===== config.mk =====
export PLATFORM = sky130hd
export DESIGN_NAME = multi_queue_match_join
export DESIGN_NICKNAME = d
export VERILOG_FILES = /design/src/hw/rtl/mqmj_pkg.sv /design/src/hw/rtl/mqmj_store.sv /design/src/hw/rtl/mqmj_ctrl.sv /design/src/hw/rtl/multi_queue_match_join.sv
export SDC_FILE = /design/constraint.sdc
export NUM_CORES = 1
export LEC_CHECK = 0
export BUFFER_PORTS_ARGS = -buffer_cell sky130_fd_sc_hd__buf_4
export CAP_MARGIN = 20
export CORE_AREA = 2 2 344 346
export CTS_CLUSTER_DIAMETER = 100
export DETAILED_ROUTE_END_ITERATION = 7
export DIE_AREA = 0 0 346 348
export SYNTH_ARGS = -nofsm -noshare
export SYNTH_HDL_FRONTEND = slang
export SYNTH_HIERARCHICAL = 1
export SYNTH_SLANG_ARGS = --single-unit

===== constraint.sdc =====
create_clock -name clock -period 10.8 [get_ports clock]
set_input_delay 1.08 -clock clock [delete_from_list [all_inputs] [get_ports clock]]
set_output_delay 1.08 -clock clock [all_outputs]
set_load 0.005 [all_outputs]

===== src/hw/rtl/mqmj_pkg.sv =====
package mqmj_pkg;

   localparam int MAX_QUEUES_DEF  = 4;
   localparam int QUEUE_DEPTH_DEF = 16;
   localparam int ID_WIDTH_DEF    = 16;

   localparam int PORT_W     = 2;
   localparam int MS_W       = 5;
   localparam int QC_W       = 3;
   localparam int NQ_W       = 5;
   localparam int CSR_IDX_W  = 4;
   localparam int CSR_DATA_W = 8;

   // register indexes
   localparam logic [CSR_IDX_W-1:0] REG_MATCH_SIZE  = 4'd0;
   localparam logic [CSR_IDX_W-1:0] REG_QUEUE_COUNT = 4'd1;

   localparam logic [MS_W-1:0] MS_RESET = 5'd1;
   localparam logic [QC_W-1:0] QC_RESET = 3'd2;

   // effective configuration seen by the controller
   typedef struct packed {
      logic [MS_W-1:0] need;
      logic [NQ_W-1:0] nq;
   } cfg_type;

   // tags of the result waiting behind the memory read register
   typedef struct packed {
      logic              valid;
      logic [PORT_W-1:0] port;
      logic              dropped;
      logic              last;
      logic              from_mem;
   } stage_type;

endpackage


===== src/hw/rtl/mqmj_store.sv =====
module mqmj_store import mqmj_pkg::*; #(
   parameter int MAX_QUEUES  = MAX_QUEUES_DEF,
   parameter int QUEUE_DEPTH = QUEUE_DEPTH_DEF,
   parameter int ID_WIDTH    = ID_WIDTH_DEF,
   localparam int DEPTH      = MAX_QUEUES * QUEUE_DEPTH,
   localparam int AW         = $clog2(DEPTH)
) (
   input  logic                clock,
   input  logic                we,
   input  logic [AW-1:0]       waddr,
   input  logic [ID_WIDTH-1:0] wdata,
   input  logic                re,
   input  logic [AW-1:0]       raddr,
   output logic [ID_WIDTH-1:0] rdata
);

   logic [ID_WIDTH-1:0] mem [DEPTH];
   logic [ID_WIDTH-1:0] rdata_ff;

   always_ff @(posedge clock) begin
      if (we) begin
         mem[waddr] <= wdata;
      end
      // read data holds until the next read
      if (re) begin
         rdata_ff <= mem[raddr];
      end
   end

   assign rdata = rdata_ff;

endmodule


===== src/hw/rtl/mqmj_ctrl.sv =====
module mqmj_ctrl import mqmj_pkg::*; #(
   parameter int MAX_QUEUES  = MAX_QUEUES_DEF,
   parameter int QUEUE_DEPTH = QUEUE_DEPTH_DEF,
   parameter int ID_WIDTH    = ID_WIDTH_DEF,
   localparam int QW         = $clog2(MAX_QUEUES),
   localparam int PW         = $clog2(QUEUE_DEPTH),
   localparam int OW         = $clog2(QUEUE_DEPTH + 1),
   localparam int AW         = $clog2(MAX_QUEUES * QUEUE_DEPTH)
) (
   input  logic                clock,
   input  logic                reset,
   input  cfg_type             cfg,
   input  logic                req_valid,
   output logic                req_ready,
   input  logic [PORT_W-1:0]   req_port,
   input  logic [ID_WIDTH-1:0] req_entity_id,
   input  logic                stage_pop,
   output stage_type           stage,
   output logic [ID_WIDTH-1:0] drop_id,
   output logic                mem_we,
   output logic [AW-1:0]       mem_waddr,
   output logic [ID_WIDTH-1:0] mem_wdata,
   output logic                mem_re,
   output logic [AW-1:0]       mem_raddr
);

   typedef enum logic {
      ST_IDLE,
      ST_RELEASE
   } state_type;

   state_type           state_ff, state_in;
   logic [PW-1:0]       head_ff [MAX_QUEUES];
   logic [PW-1:0]       head_in [MAX_QUEUES];
   logic [PW-1:0]       tail_ff [MAX_QUEUES];
   logic [PW-1:0]       tail_in [MAX_QUEUES];
   logic [OW-1:0]       occ_ff  [MAX_QUEUES];
   logic [OW-1:0]       occ_in  [MAX_QUEUES];
   stage_type           stage_ff, stage_in;
   logic [ID_WIDTH-1:0] drop_id_ff, drop_id_in;
   logic [QW-1:0]       rel_q_ff, rel_q_in;
   logic [MS_W-1:0]     rel_i_ff, rel_i_in;

   logic [QW-1:0]       pq;
   logic                port_active;
   logic                port_full;
   logic                match;
   logic                slot_free;
   logic                rel_last_i;
   logic                rel_last;

   function automatic logic [AW-1:0] addr_of(input logic [QW-1:0] q,
                                            input logic [PW-1:0] p);
      return AW'(32'(q) * QUEUE_DEPTH + 32'(p));
   endfunction

   function automatic logic [PW-1:0] wrap_inc(input logic [PW-1:0] p);
      return (p == PW'(QUEUE_DEPTH - 1)) ? '0 : p + PW'(1);
   endfunction

   assign pq          = QW'(req_port);
   assign port_active = 32'(req_port) < 32'(cfg.nq);
   assign port_full   = port_active && (32'(occ_ff[pq]) >= QUEUE_DEPTH);
   assign slot_free   = !stage_ff.valid || stage_pop;
   assign rel_last_i  = rel_i_ff == cfg.need - MS_W'(1);
   assign rel_last    = rel_last_i && (32'(rel_q_ff) + 1 == 32'(cfg.nq));

   // match check against the occupancy after this arrival is stored
   always_comb begin
      logic [OW:0] occ_after;
      match = 1'b1;
      for (int q = 0; q < MAX_QUEUES; q++) begin
         occ_after = {1'b0, occ_ff[q]} + ((QW'(q) == pq) ? (OW+1)'(1) : '0);
         if ((q < int'(cfg.nq)) && (32'(occ_after) < 32'(cfg.need))) begin
            match = 1'b0;
         end
      end
   end

   always_comb begin
      state_in   = state_ff;
      head_in    = head_ff;
      tail_in    = tail_ff;
      occ_in     = occ_ff;
      stage_in   = stage_ff;
      drop_id_in = drop_id_ff;
      rel_q_in   = rel_q_ff;
      rel_i_in   = rel_i_ff;
      req_ready  = 1'b0;
      mem_we     = 1'b0;
      mem_re     = 1'b0;
      mem_waddr  = addr_of(pq, tail_ff[pq]);
      mem_wdata  = req_entity_id;
      mem_raddr  = addr_of(rel_q_ff, head_ff[rel_q_ff]);
      if (stage_pop) begin
         stage_in.valid = 1'b0;
      end
      case (state_ff)
         ST_IDLE: begin
            req_ready = slot_free;
            if (req_valid && slot_free) begin
               if (!port_active || port_full) begin
                  stage_in   = '{valid: 1'b1, port: req_port, dropped: 1'b1,
                                 last: 1'b1, from_mem: 1'b0};
                  drop_id_in = req_entity_id;
               end else begin
                  mem_we      = 1'b1;
                  tail_in[pq] = wrap_inc(tail_ff[pq]);
                  occ_in[pq]  = occ_ff[pq] + OW'(1);
                  if (match) begin
                     state_in = ST_RELEASE;
                     rel_q_in = '0;
                     rel_i_in = '0;
                  end
               end
            end
         end
         ST_RELEASE: begin
            if (slot_free) begin
               mem_re            = 1'b1;
               head_in[rel_q_ff] = wrap_inc(head_ff[rel_q_ff]);
               occ_in[rel_q_ff]  = occ_ff[rel_q_ff] - OW'(1);
               stage_in = '{valid: 1'b1, port: PORT_W'(rel_q_ff), dropped: 1'b0,
                            last: rel_last, from_mem: 1'b1};
               if (rel_last) begin
                  state_in = ST_IDLE;
               end else if (rel_last_i) begin
                  rel_i_in = '0;
                  rel_q_in = rel_q_ff + QW'(1);
               end else begin
                  rel_i_in = rel_i_ff + MS_W'(1);
               end
            end
         end
         default: begin
            state_in = ST_IDLE;
         end
      endcase
   end

   always_ff @(posedge clock) begin
      // payload tags and drop id need no reset
      stage_ff.port     <= stage_in.port;
      stage_ff.dropped  <= stage_in.dropped;
      stage_ff.last     <= stage_in.last;
      stage_ff.from_mem <= stage_in.from_mem;
      drop_id_ff        <= drop_id_in;
      if (reset) begin
         state_ff       <= ST_IDLE;
         stage_ff.valid <= 1'b0;
         rel_q_ff       <= '0;
         rel_i_ff       <= '0;
         for (int q = 0; q < MAX_QUEUES; q++) begin
            head_ff[q] <= '0;
            tail_ff[q] <= '0;
            occ_ff[q]  <= '0;
         end
      end else begin
         state_ff       <= state_in;
         stage_ff.valid <= stage_in.valid;
         rel_q_ff       <= rel_q_in;
         rel_i_ff       <= rel_i_in;
         head_ff        <= head_in;
         tail_ff        <= tail_in;
         occ_ff         <= occ_in;
      end
   end

   assign stage   = stage_ff;
   assign drop_id = drop_id_ff;

endmodule


===== src/hw/rtl/multi_queue_match_join.sv =====
// channel   direction  transaction                         handshake
// req_      in         one arrival: port, entity_id        req_valid / req_ready
// rsp_      out        released or dropped entity          rsp_valid / rsp_ready
// csr_      in         register write: index, data         csr_valid / csr_ready
//
// an arrival is taken when req_ready is high, whether it is stored or dropped
// a match drains queue_count * match_size entries at one per cycle while rsp_ready does not
// hold the output, paced by the single read port of the entry memory
// the next arrival is taken once the last read of a match has been issued
// synchronous active-high reset clears pointers, counts and valid flags and loads the config defaults;
// entry memory contents are not cleared, the counts guard every read
// rsp_ready low holds the output register, the read register behind it,
// and then the controller
module multi_queue_match_join import mqmj_pkg::*; #(
   parameter int MAX_QUEUES  = MAX_QUEUES_DEF,
   parameter int QUEUE_DEPTH = QUEUE_DEPTH_DEF,
   parameter int ID_WIDTH    = ID_WIDTH_DEF
) (
   input  logic                  clock,
   input  logic                  reset,
   // arrivals
   input  logic                  req_valid,
   output logic                  req_ready,
   input  logic [PORT_W-1:0]     req_port,
   input  logic [ID_WIDTH-1:0]   req_entity_id,
   // results
   output logic                  rsp_valid,
   input  logic                  rsp_ready,
   output logic [ID_WIDTH-1:0]   rsp_released_id,
   output logic [PORT_W-1:0]     rsp_released_port,
   output logic                  rsp_dropped,
   output logic                  rsp_last,
   // register writes
   input  logic                  csr_valid,
   output logic                  csr_ready,
   input  logic [CSR_IDX_W-1:0]  csr_index,
   input  logic [CSR_DATA_W-1:0] csr_data
);

   localparam int AW = $clog2(MAX_QUEUES * QUEUE_DEPTH);

   logic [MS_W-1:0]     match_size_ff, match_size_in;
   logic [QC_W-1:0]     queue_count_ff, queue_count_in;
   cfg_type             cfg;

   logic                rsp_valid_ff, rsp_valid_in;
   logic [ID_WIDTH-1:0] rsp_id_ff, rsp_id_in;
   logic [PORT_W-1:0]   rsp_port_ff, rsp_port_in;
   logic                rsp_dropped_ff, rsp_dropped_in;
   logic                rsp_last_ff, rsp_last_in;

   stage_type           stage;
   logic                stage_pop;
   logic [ID_WIDTH-1:0] drop_id;
   logic                mem_we;
   logic [AW-1:0]       mem_waddr;
   logic [ID_WIDTH-1:0] mem_wdata;
   logic                mem_re;
   logic [AW-1:0]       mem_raddr;
   logic [ID_WIDTH-1:0] mem_rdata;

   // the user must do register writes only while the block is quiet; the block itself does not enforce it
   assign csr_ready = 1'b1;

   always_comb begin
      match_size_in  = match_size_ff;
      queue_count_in = queue_count_ff;
      if (csr_valid) begin
         case (csr_index)
            REG_MATCH_SIZE:  match_size_in  = csr_data[MS_W-1:0];
            REG_QUEUE_COUNT: queue_count_in = csr_data[QC_W-1:0];
            default: ;
         endcase
      end
   end

   // zero match size acts as one; queue count is clamped to 1 .. MAX_QUEUES
   always_comb begin
      cfg.need = (match_size_ff == '0) ? MS_W'(1) : match_size_ff;
      if (queue_count_ff == '0) begin
         cfg.nq = NQ_W'(1);
      end else if (int'(queue_count_ff) > MAX_QUEUES) begin
         cfg.nq = NQ_W'(MAX_QUEUES);
      end else begin
         cfg.nq = NQ_W'(queue_count_ff);
      end
   end

   // the read register moves into the output register when that is free
   assign stage_pop = stage.valid && (!rsp_valid_ff || rsp_ready);

   always_comb begin
      rsp_valid_in   = rsp_valid_ff && !rsp_ready;
      rsp_id_in      = rsp_id_ff;
      rsp_port_in    = rsp_port_ff;
      rsp_dropped_in = rsp_dropped_ff;
      rsp_last_in    = rsp_last_ff;
      if (stage_pop) begin
         rsp_valid_in   = 1'b1;
         rsp_id_in      = stage.from_mem ? mem_rdata : drop_id;
         rsp_port_in    = stage.port;
         rsp_dropped_in = stage.dropped;
         rsp_last_in    = stage.last;
      end
   end

   always_ff @(posedge clock) begin
      if (reset) begin
         match_size_ff  <= MS_RESET;
         queue_count_ff <= QC_RESET;
         rsp_valid_ff   <= 1'b0;
      end else begin
         match_size_ff  <= match_size_in;
         queue_count_ff <= queue_count_in;
         rsp_valid_ff   <= rsp_valid_in;
      end
   end

   always_ff @(posedge clock) begin
      rsp_id_ff      <= rsp_id_in;
      rsp_port_ff    <= rsp_port_in;
      rsp_dropped_ff <= rsp_dropped_in;
      rsp_last_ff    <= rsp_last_in;
   end

   assign rsp_valid         = rsp_valid_ff;
   assign rsp_released_id   = rsp_id_ff;
   assign rsp_released_port = rsp_port_ff;
   assign rsp_dropped       = rsp_dropped_ff;
   assign rsp_last          = rsp_last_ff;

   // queue pointers, counts and release sequencing; writes and reads of the
   // same entry never overlap since releases only start after the write edge
   mqmj_ctrl #(
      .MAX_QUEUES  (MAX_QUEUES),
      .QUEUE_DEPTH (QUEUE_DEPTH),
      .ID_WIDTH    (ID_WIDTH)
   ) u_ctrl (
      .clock         (clock),
      .reset         (reset),
      .cfg           (cfg),
      .req_valid     (req_valid),
      .req_ready     (req_ready),
      .req_port      (req_port),
      .req_entity_id (req_entity_id),
      .stage_pop     (stage_pop),
      .stage         (stage),
      .drop_id       (drop_id),
      .mem_we        (mem_we),
      .mem_waddr     (mem_waddr),
      .mem_wdata     (mem_wdata),
      .mem_re        (mem_re),
      .mem_raddr     (mem_raddr)
   );

   // entry memory, one region of QUEUE_DEPTH ids per queue
   mqmj_store #(
      .MAX_QUEUES  (MAX_QUEUES),
      .QUEUE_DEPTH (QUEUE_DEPTH),
      .ID_WIDTH    (ID_WIDTH)
   ) u_store (
      .clock (clock),
      .we    (mem_we),
      .waddr (mem_waddr),
      .wdata (mem_wdata),
      .re    (mem_re),
      .raddr (mem_raddr),
      .rdata (mem_rdata)
   );

endmodule


==> results.py, run 1 <==
metrics = {
    "worst_hold_path": {
        "hold_path.class": "flip-flop to flip-flop",
        "whs_path_depth": 0,
    },
    "clock_tree": {
        "clock-sinks": 1151,
        "cts_tree": "done",
        "clkLatencyLatePin_ps": 680,
        "holdBufCountCts": 0,
        "cts_made_buffers": 115,
        "htree_levels": 3,
        "cts_setup_buffers": 0,
        "path_clk_slew_ps": 60,
        "cts_root_buf": "clkbuf_16",
        "cts_buffer_depth": 3,
        "cts_resized": 0,
    },
    "placement": {
        "routabilityCongestion": 0.8745,
        "hpwlAfterDp_mm": 64.69,
        "io_buffers": 53,
        "place_inst": 3938,
    },
    "route": {
        "detail-route-antenna-nets": 0,
        "vias": 23700,
        "drtPass1Iterations": 6,
        "viasPerCell": 5.705,
        "post_drt_wl_per_cell_um": 26.35,
        "drc": 0,
        "totalWireLength_mm": 109.5,
        "drtIter0Drc": 2892,
    },
    "grt": {
        "use_met2_pct": 28.77,
        "use_met3_pct": 3.096,
        "antenna_found_initial": 7,
        "busiest_layer": "met2",
        "grt_max_degree": 107,
        "track_usage_pct": 18.01,
        "grt_use_met1_pct": 25.58,
        "first_global_vias": 23710,
        "grt.overflow.total": 0,
        "grt_pass1_wl_mm": 160.1,
    },
    "pwr": {
        "internal-power_mw": 7.488,
        "comb_power_share_pct": 4.5,
        "power_density_nw_per_um2": 180.4,
        "p_sw_mw": 1.967,
        "seqPwrFrac_pct": 52.1,
        "peakVddDrop_v": 0.0001352,
        "power.leakage_nw": 16.28,
        "sw_frac_of_total_pct": 20.81,
        "power_mw": 9.455,
        "p_clk_share_pct": 43.4,
    },
    "synth": {
        "ys_ff_latch": 1151,
        "synth_edf_count": 1081,
        "synth_area_leaders": "edfxtp_1 (70%), mux4_2 (11%), dfxtp_1 (3.0%)",
        "ys_warn_count": 6,
        "syn_area_um2": 46490,
        "synth_top_area_cell": "edfxtp_1",
        "ys_types": 79,
        "syn_inst": 2410,
        "ys.flop_type": "edfxtp_1",
        "async_flop_share_pct": 0,
        "syn_avg_cell_area_um2": 19.29,
        "yosys-top-cells-count": "edfxtp_1 (1,081), mux4_2 (235), nor2_1 (115)",
        "synth_top_area_share_pct": 69.82,
        "seq_area_frac_synth_pct": 72.83,
        "yosysMostFrequentCell": "edfxtp_1",
    },
    "die": {
        "initial_utilization_pct": 39.74,
        "dieArea_um2": 120400,
        "ioPinCount": 58,
        "core-area_um2": 117000,
        "die-height_um": 348,
        "rows": 126,
        "die_w_um": 346,
    },
    "final_layout": {
        "areaGrowthSynthToFinish_pct": 12.76,
        "final_cells": 4155,
        "fin_nets": 2591,
        "nFillCells": 9891,
        "drive_above_1_share_pct": 23.96,
    },
    "worst_setup_path": {
        "worst_setup_path_end_kind": "flip-flop",
        "crit_type": "flip-flop to flip-flop",
        "rr_worst_depth": 7,
        "startpoint_type": "flip-flop",
        "cp_max_fo": 44,
        "worst_ep_required_time_ps": 11160,
        "cp.arrival_ps": 5840,
    },
    "sta": {
        "rsz0062_at_grt": "no",
        "finalSetupViolCount": 0,
        "worst_pin_slew_ps": 1068,
        "tns_ps": 0,
        "final.setup_skew_ps": 33.03,
        "timing.final.crit_share_pct": 50.77,
        "hold_viol_final": 0,
        "maxSlewViolCount": 0,
        "period_minus_slack_ps": 5484,
        "max-slew-margin-rel_pct": 28.69,
        "timing.fmax_ghz": 0.1824,
    },
    "run_status": {
        "status": "complete, no violations",
    },
    "run": {
        "drv_cap": 0,
    },
}
-- layout make-up --
class	instances	area, um^2	share of cell area (%)
clock buffers	131	3002	5.726
well taps	1536	1922	3.666
flip-flops and latches	1151	33860	64.60
clock inverters	82	904.6	1.726
diodes	2	5.005	0.009547
inverters	20	76.32	0.1456
repair buffers	137	1052	2.007
multi-input cells	1096	11600	22.12
-- through the flow --
step	utilization (%)	cell area (um^2)	hold slack [ps]	setup WS [ps]
CTS	44.79	52390	425.4	5139
global placement	41.45	48490	411.7	5236
global route	44.81	52420	426.8	4891
floorplan	-	46520	400.3	5347
detailed placement	41.45	48490	412.3	5133
finish	44.82	52420	422.4	5316
-- power by group through the flow --
stage | Clock, mW | Combinational (mW) | Sequential (mW)
final | 4.10 | 0.421 | 4.93
after detailed placement | 0 | 0.420 | 5.02
after global placement | 0 | 0.409 | 5.02
after global routing | 4.35 | 0.450 | 4.93
after floorplan | 0 | 0.272 | 5.01
after CTS | 4.17 | 0.420 | 4.93
-- registers in the layout, indices dropped and copies added (netlist names) --
register           cells
match_size_ff          5
queue_count_ff         3
rsp_dropped            1
rsp_last               1
rsp_released_id       16
rsp_released_port      2
rsp_valid              1
u_ctrl/drop_id        16
u_ctrl/head_ff        16
u_ctrl/occ_ff         20
u_ctrl/rel_i_ff        5
u_ctrl/rel_q_ff        2
u_ctrl/stage           6
u_ctrl/state_ff        1
u_ctrl/tail_ff        16
u_store/mem         1024
u_store/rdata         16
-- routing by layer --
layer	wire length, um	part of all wire, %
met4	2903	2.7
met3	8294	7.6
met2	51740	47
met1	46520	42
met5	13	0.012
-- cells in the final DEF (no fill, tap or decap), types with 25 or more instances in the layout --
cell / count
edfxtp_1: 1081
mux4_2: 232
buf_4: 134
clkbuf_16: 118
nor2_1: 109
mux2i_1: 107
nand2_1: 87
dfxtp_1: 69
mux2_2: 44
a22oi_1: 43
nand3_1: 38
nor2b_1: 36
ha_1: 35
a21oi_1: 33
o21ai_0: 28
clkinv_1: 26
clkinv_2: 25
-- worst max-delay path, cell delays in order (launching register included) --
cell and delay [ps]:
dfxtp_2 930, mux4_4 1080, buf_4 790, buf_4 580
nor2b_1 610, a221oi_1 270, a221oi_1 660, a311oi_1 180
-- final timing paths --
| path | from | to | slack [ps] |
|---|---|---|---|
| setup / recovery | u_ctrl/rel_q_ff[0] | u_store/rdata[3] | 5320 |
| setup reg to reg | u_ctrl/rel_q_ff[0] | u_store/rdata[3] | 5320 |
| hold reg to reg | u_ctrl/stage[2] | rsp_dropped | 420 |
| hold / removal | u_ctrl/stage[2] | rsp_dropped | 420 |
-- kinds of logic after synthesis --
kind of cell | Yosys count | synth area share (%)
adder cells (fa/ha/maj) | 35 | 0.9419
flip-flops | 1151 | 72.83
other | 2 | 0.01615
buffers and inverters | 170 | 2.358
XOR/XNOR | 30 | 0.5651
AND/OR/NAND/NOR | 372 | 3.986
AO/OA/AOI/OAI | 257 | 4.150
multiplexers | 393 | 15.15
No activity file was read; power rests on OpenSTA's default activity.
==> run 2, diff against run 1 <==
clock period = 4.5 ns   (was 10.8 ns; I/O delays follow)
==> run 2 against run 1 <==
Non-clock buffer count up 29. Total power up 130%. Clock power up 120%. Largest power group unchanged. Combinational power up 150%. Highest routed layer unchanged. Via count about the same. Sequential power up 140%. Routed wire length up 0.46%.
==> results.py, run 2 (synthesis results as in run 1) <==
metrics = {
    "die": {
        "ioPinCount": 58,
        "rows": 126,
        "die_w_um": 346,
        "die-height_um": 348,
        "initial_utilization_pct": 39.74,
        "core-area_um2": 117000,
        "dieArea_um2": 120400,
    },
    "worst_setup_path": {
        "crit_chain": "nor2b_1 > inv_1 > ha_1 > a21oi_2 > o211a_1 > nand2_2 > inv_1 > nor2b_1 > nand2_1 > nor2_1 > buf_4",
        "max_stage_delay_ps": 590,
        "crit_family": "simple AND/OR/NAND/NOR gates",
        "worst_ep_required_time_ps": 4870,
        "startpoint_type": "flip-flop",
        "cp.arrival_ps": 4490,
        "worst-path-buf-inv": 3,
        "crit_type": "flip-flop to flip-flop",
        "crit_slowest_cell": "nor2_1",
        "worst_setup_path_end_kind": "flip-flop",
        "cp_max_fo": 11,
    },
    "route": {
        "drc": 0,
        "drtIter0Drc": 2537,
        "post_drt_wl_per_cell_um": 26.29,
        "viasPerCell": 5.661,
        "detail-route-antenna-nets": 0,
        "totalWireLength_mm": 110.0,
        "drtPass1Iterations": 6,
        "vias": 23690,
    },
    "final_layout": {
        "layout_commonest_cell": "edfxtp_1",
        "seq_area_um2": 33860,
        "nFillCells": 9915,
        "areaGrowthSynthToFinish_pct": 12.50,
        "largest_reg_flops": 1024,
        "mostFrequentLayoutCells": "edfxtp_1 (1,081), mux4_2 (232), buf_4 (159), clkbuf_16 (117), nor2_1 (115)",
        "drive_above_1_share_pct": 23.80,
        "top_register": "u_store/mem",
        "top_regs": "u_store/mem x1024, u_ctrl/occ_ff x20",
        "final_cells": 4184,
        "fin_nets": 2620,
        "multiInputGateArea_um2": 11580,
    },
    "placement": {
        "hpwlAfterDp_mm": 66.59,
        "routabilityCongestion": 0.8574,
        "io_buffers": 53,
        "place_inst": 3968,
    },
    "sta": {
        "timing.final.crit_share_pct": 91.52,
        "period_minus_slack_ps": 4118,
        "hold_viol_final": 0,
        "maxSlewViolCount": 0,
        "max-slew-margin-rel_pct": 40.89,
        "final.setup_skew_ps": 30.61,
        "rsz0062_at_grt": "no",
        "tns_ps": 0,
        "finalSetupViolCount": 0,
        "timing.fmax_ghz": 0.2428,
        "worst_pin_slew_ps": 886.7,
    },
    "grt": {
        "track_usage_pct": 18.14,
        "grt.overflow.total": 0,
        "first_global_vias": 23660,
        "grt_pass1_wl_mm": 161.3,
        "antenna_found_initial": 5,
        "grt_max_degree": 96,
    },
    "pwr": {
        "p_sw_mw": 4.620,
        "power_density_nw_per_um2": 417.6,
        "p_clk_share_pct": 41.1,
        "power.leakage_nw": 16.27,
        "comb_power_share_pct": 4.8,
        "peakVddDrop_v": 0.0003367,
        "sw_frac_of_total_pct": 21.15,
        "seqPwrFrac_pct": 54.1,
        "internal-power_mw": 17.22,
    },
    "run_status": {
        "status": "complete, no violations",
    },
    "clock_tree": {
        "cts_buffer_depth": 3,
        "htree_levels": 3,
        "cts_resized": 0,
        "path_clk_slew_ps": 60,
        "cts_made_buffers": 115,
        "cts_root_buf": "clkbuf_16",
        "clkLatencyLatePin_ps": 700,
        "clock-sinks": 1151,
        "cts_tree": "done",
    },
    "worst_hold_path": {
        "hold_path.class": "primary input to flip-flop",
    },
    "run": {
        "drv_cap": 0,
    },
}
[run 2: cell types whose count changed in the layout (fill, tap and decap cells not counted), moves of 2 or more]
cell / previous run / this run
buf_12: 1 / 6
clkinvlp_2: 2 / 4
inv_6: 1 / 3
nor2_1: 109 / 115
clkinv_4: 2 / 0
clkinv_1: 26 / 29
clkinvlp_4: 8 / 2
bufinv_16: 19 / 6
buf_4: 134 / 159
clkbuf_1: 13 / 30
nor2_2: 11 / 5
[run 2: worst min-delay path: stages]
cell and delay, ps:
buf_4 110, nand2b_1 60, mux2i_1 60
[run 2: layout make-up]
type | count | share of cell area [%]
well taps | 1536 | 3.674
repair buffers | 166 | 2.531
flip-flops and latches | 1151 | 64.75
diodes | 1 | 0.004784
clock inverters | 67 | 0.9378
multi-input cells | 1096 | 22.15
clock buffers | 147 | 5.813
inverters | 20 | 0.1459
[run 2: final timing paths]
| check | from | end | slack [ps] | cells past startpoint |
|---|---|---|---|---|
| setup / recovery | queue_count_ff[2] | u_store/mem[34][1] | 380 | 11 |
| setup reg to reg | queue_count_ff[2] | u_store/mem[34][1] | 380 | 11 |
| hold reg to reg | u_ctrl/stage[3] | rsp_released_port[0] | 420 | 0 |
| hold / removal | csr_data[4] | match_size_ff[4] | 60 | 3 |
[run 2: repair_timing]
action	CTS	global route
hold buffers	1	0
setup buffers	0	0
hold endpoints to repair	1	0
[run 2: power by group through the flow]
stage	sequential (mW)	combinational [mW]	clock [mW]
floorplan	12.0	0.652	0
global placement	12.0	1.01	0
detailed placement	12.0	1.03	0
CTS	11.8	1.04	9.19
global route	11.8	1.11	9.58
finish	11.8	1.04	8.98
[run 2: routing by layer]
| layer | vias up | global-route usage, % | wire (um) |
|---|---|---|---|
| met5 | - | 0 | 13 |
| met4 | 2 | 5.347 | 3023 |
| met3 | 159 | 2.798 | 7608 |
| met2 | 902 | 29.35 | 52670 |
| met1 | 12480 | 25.52 | 46660 |
| li1 | 10140 | - | - |
[run 2: per-stage QoR]
stage	total power [mW]	area (um^2)	utilization, %	setup slack, ps	hold WS (ps)
5_1_grt	22.51	52300	44.71	215.4	30.03
3_3_place_gp	13.06	48760	41.68	524.3	417.9
6_report	21.84	52300	44.71	381.7	56.23
4_1_cts	22.04	52300	44.71	487.1	20.63
3_5_place_dp	13.08	48760	41.68	487.1	408.1
2_1_floorplan	12.68	46520	-	227.4	400.3
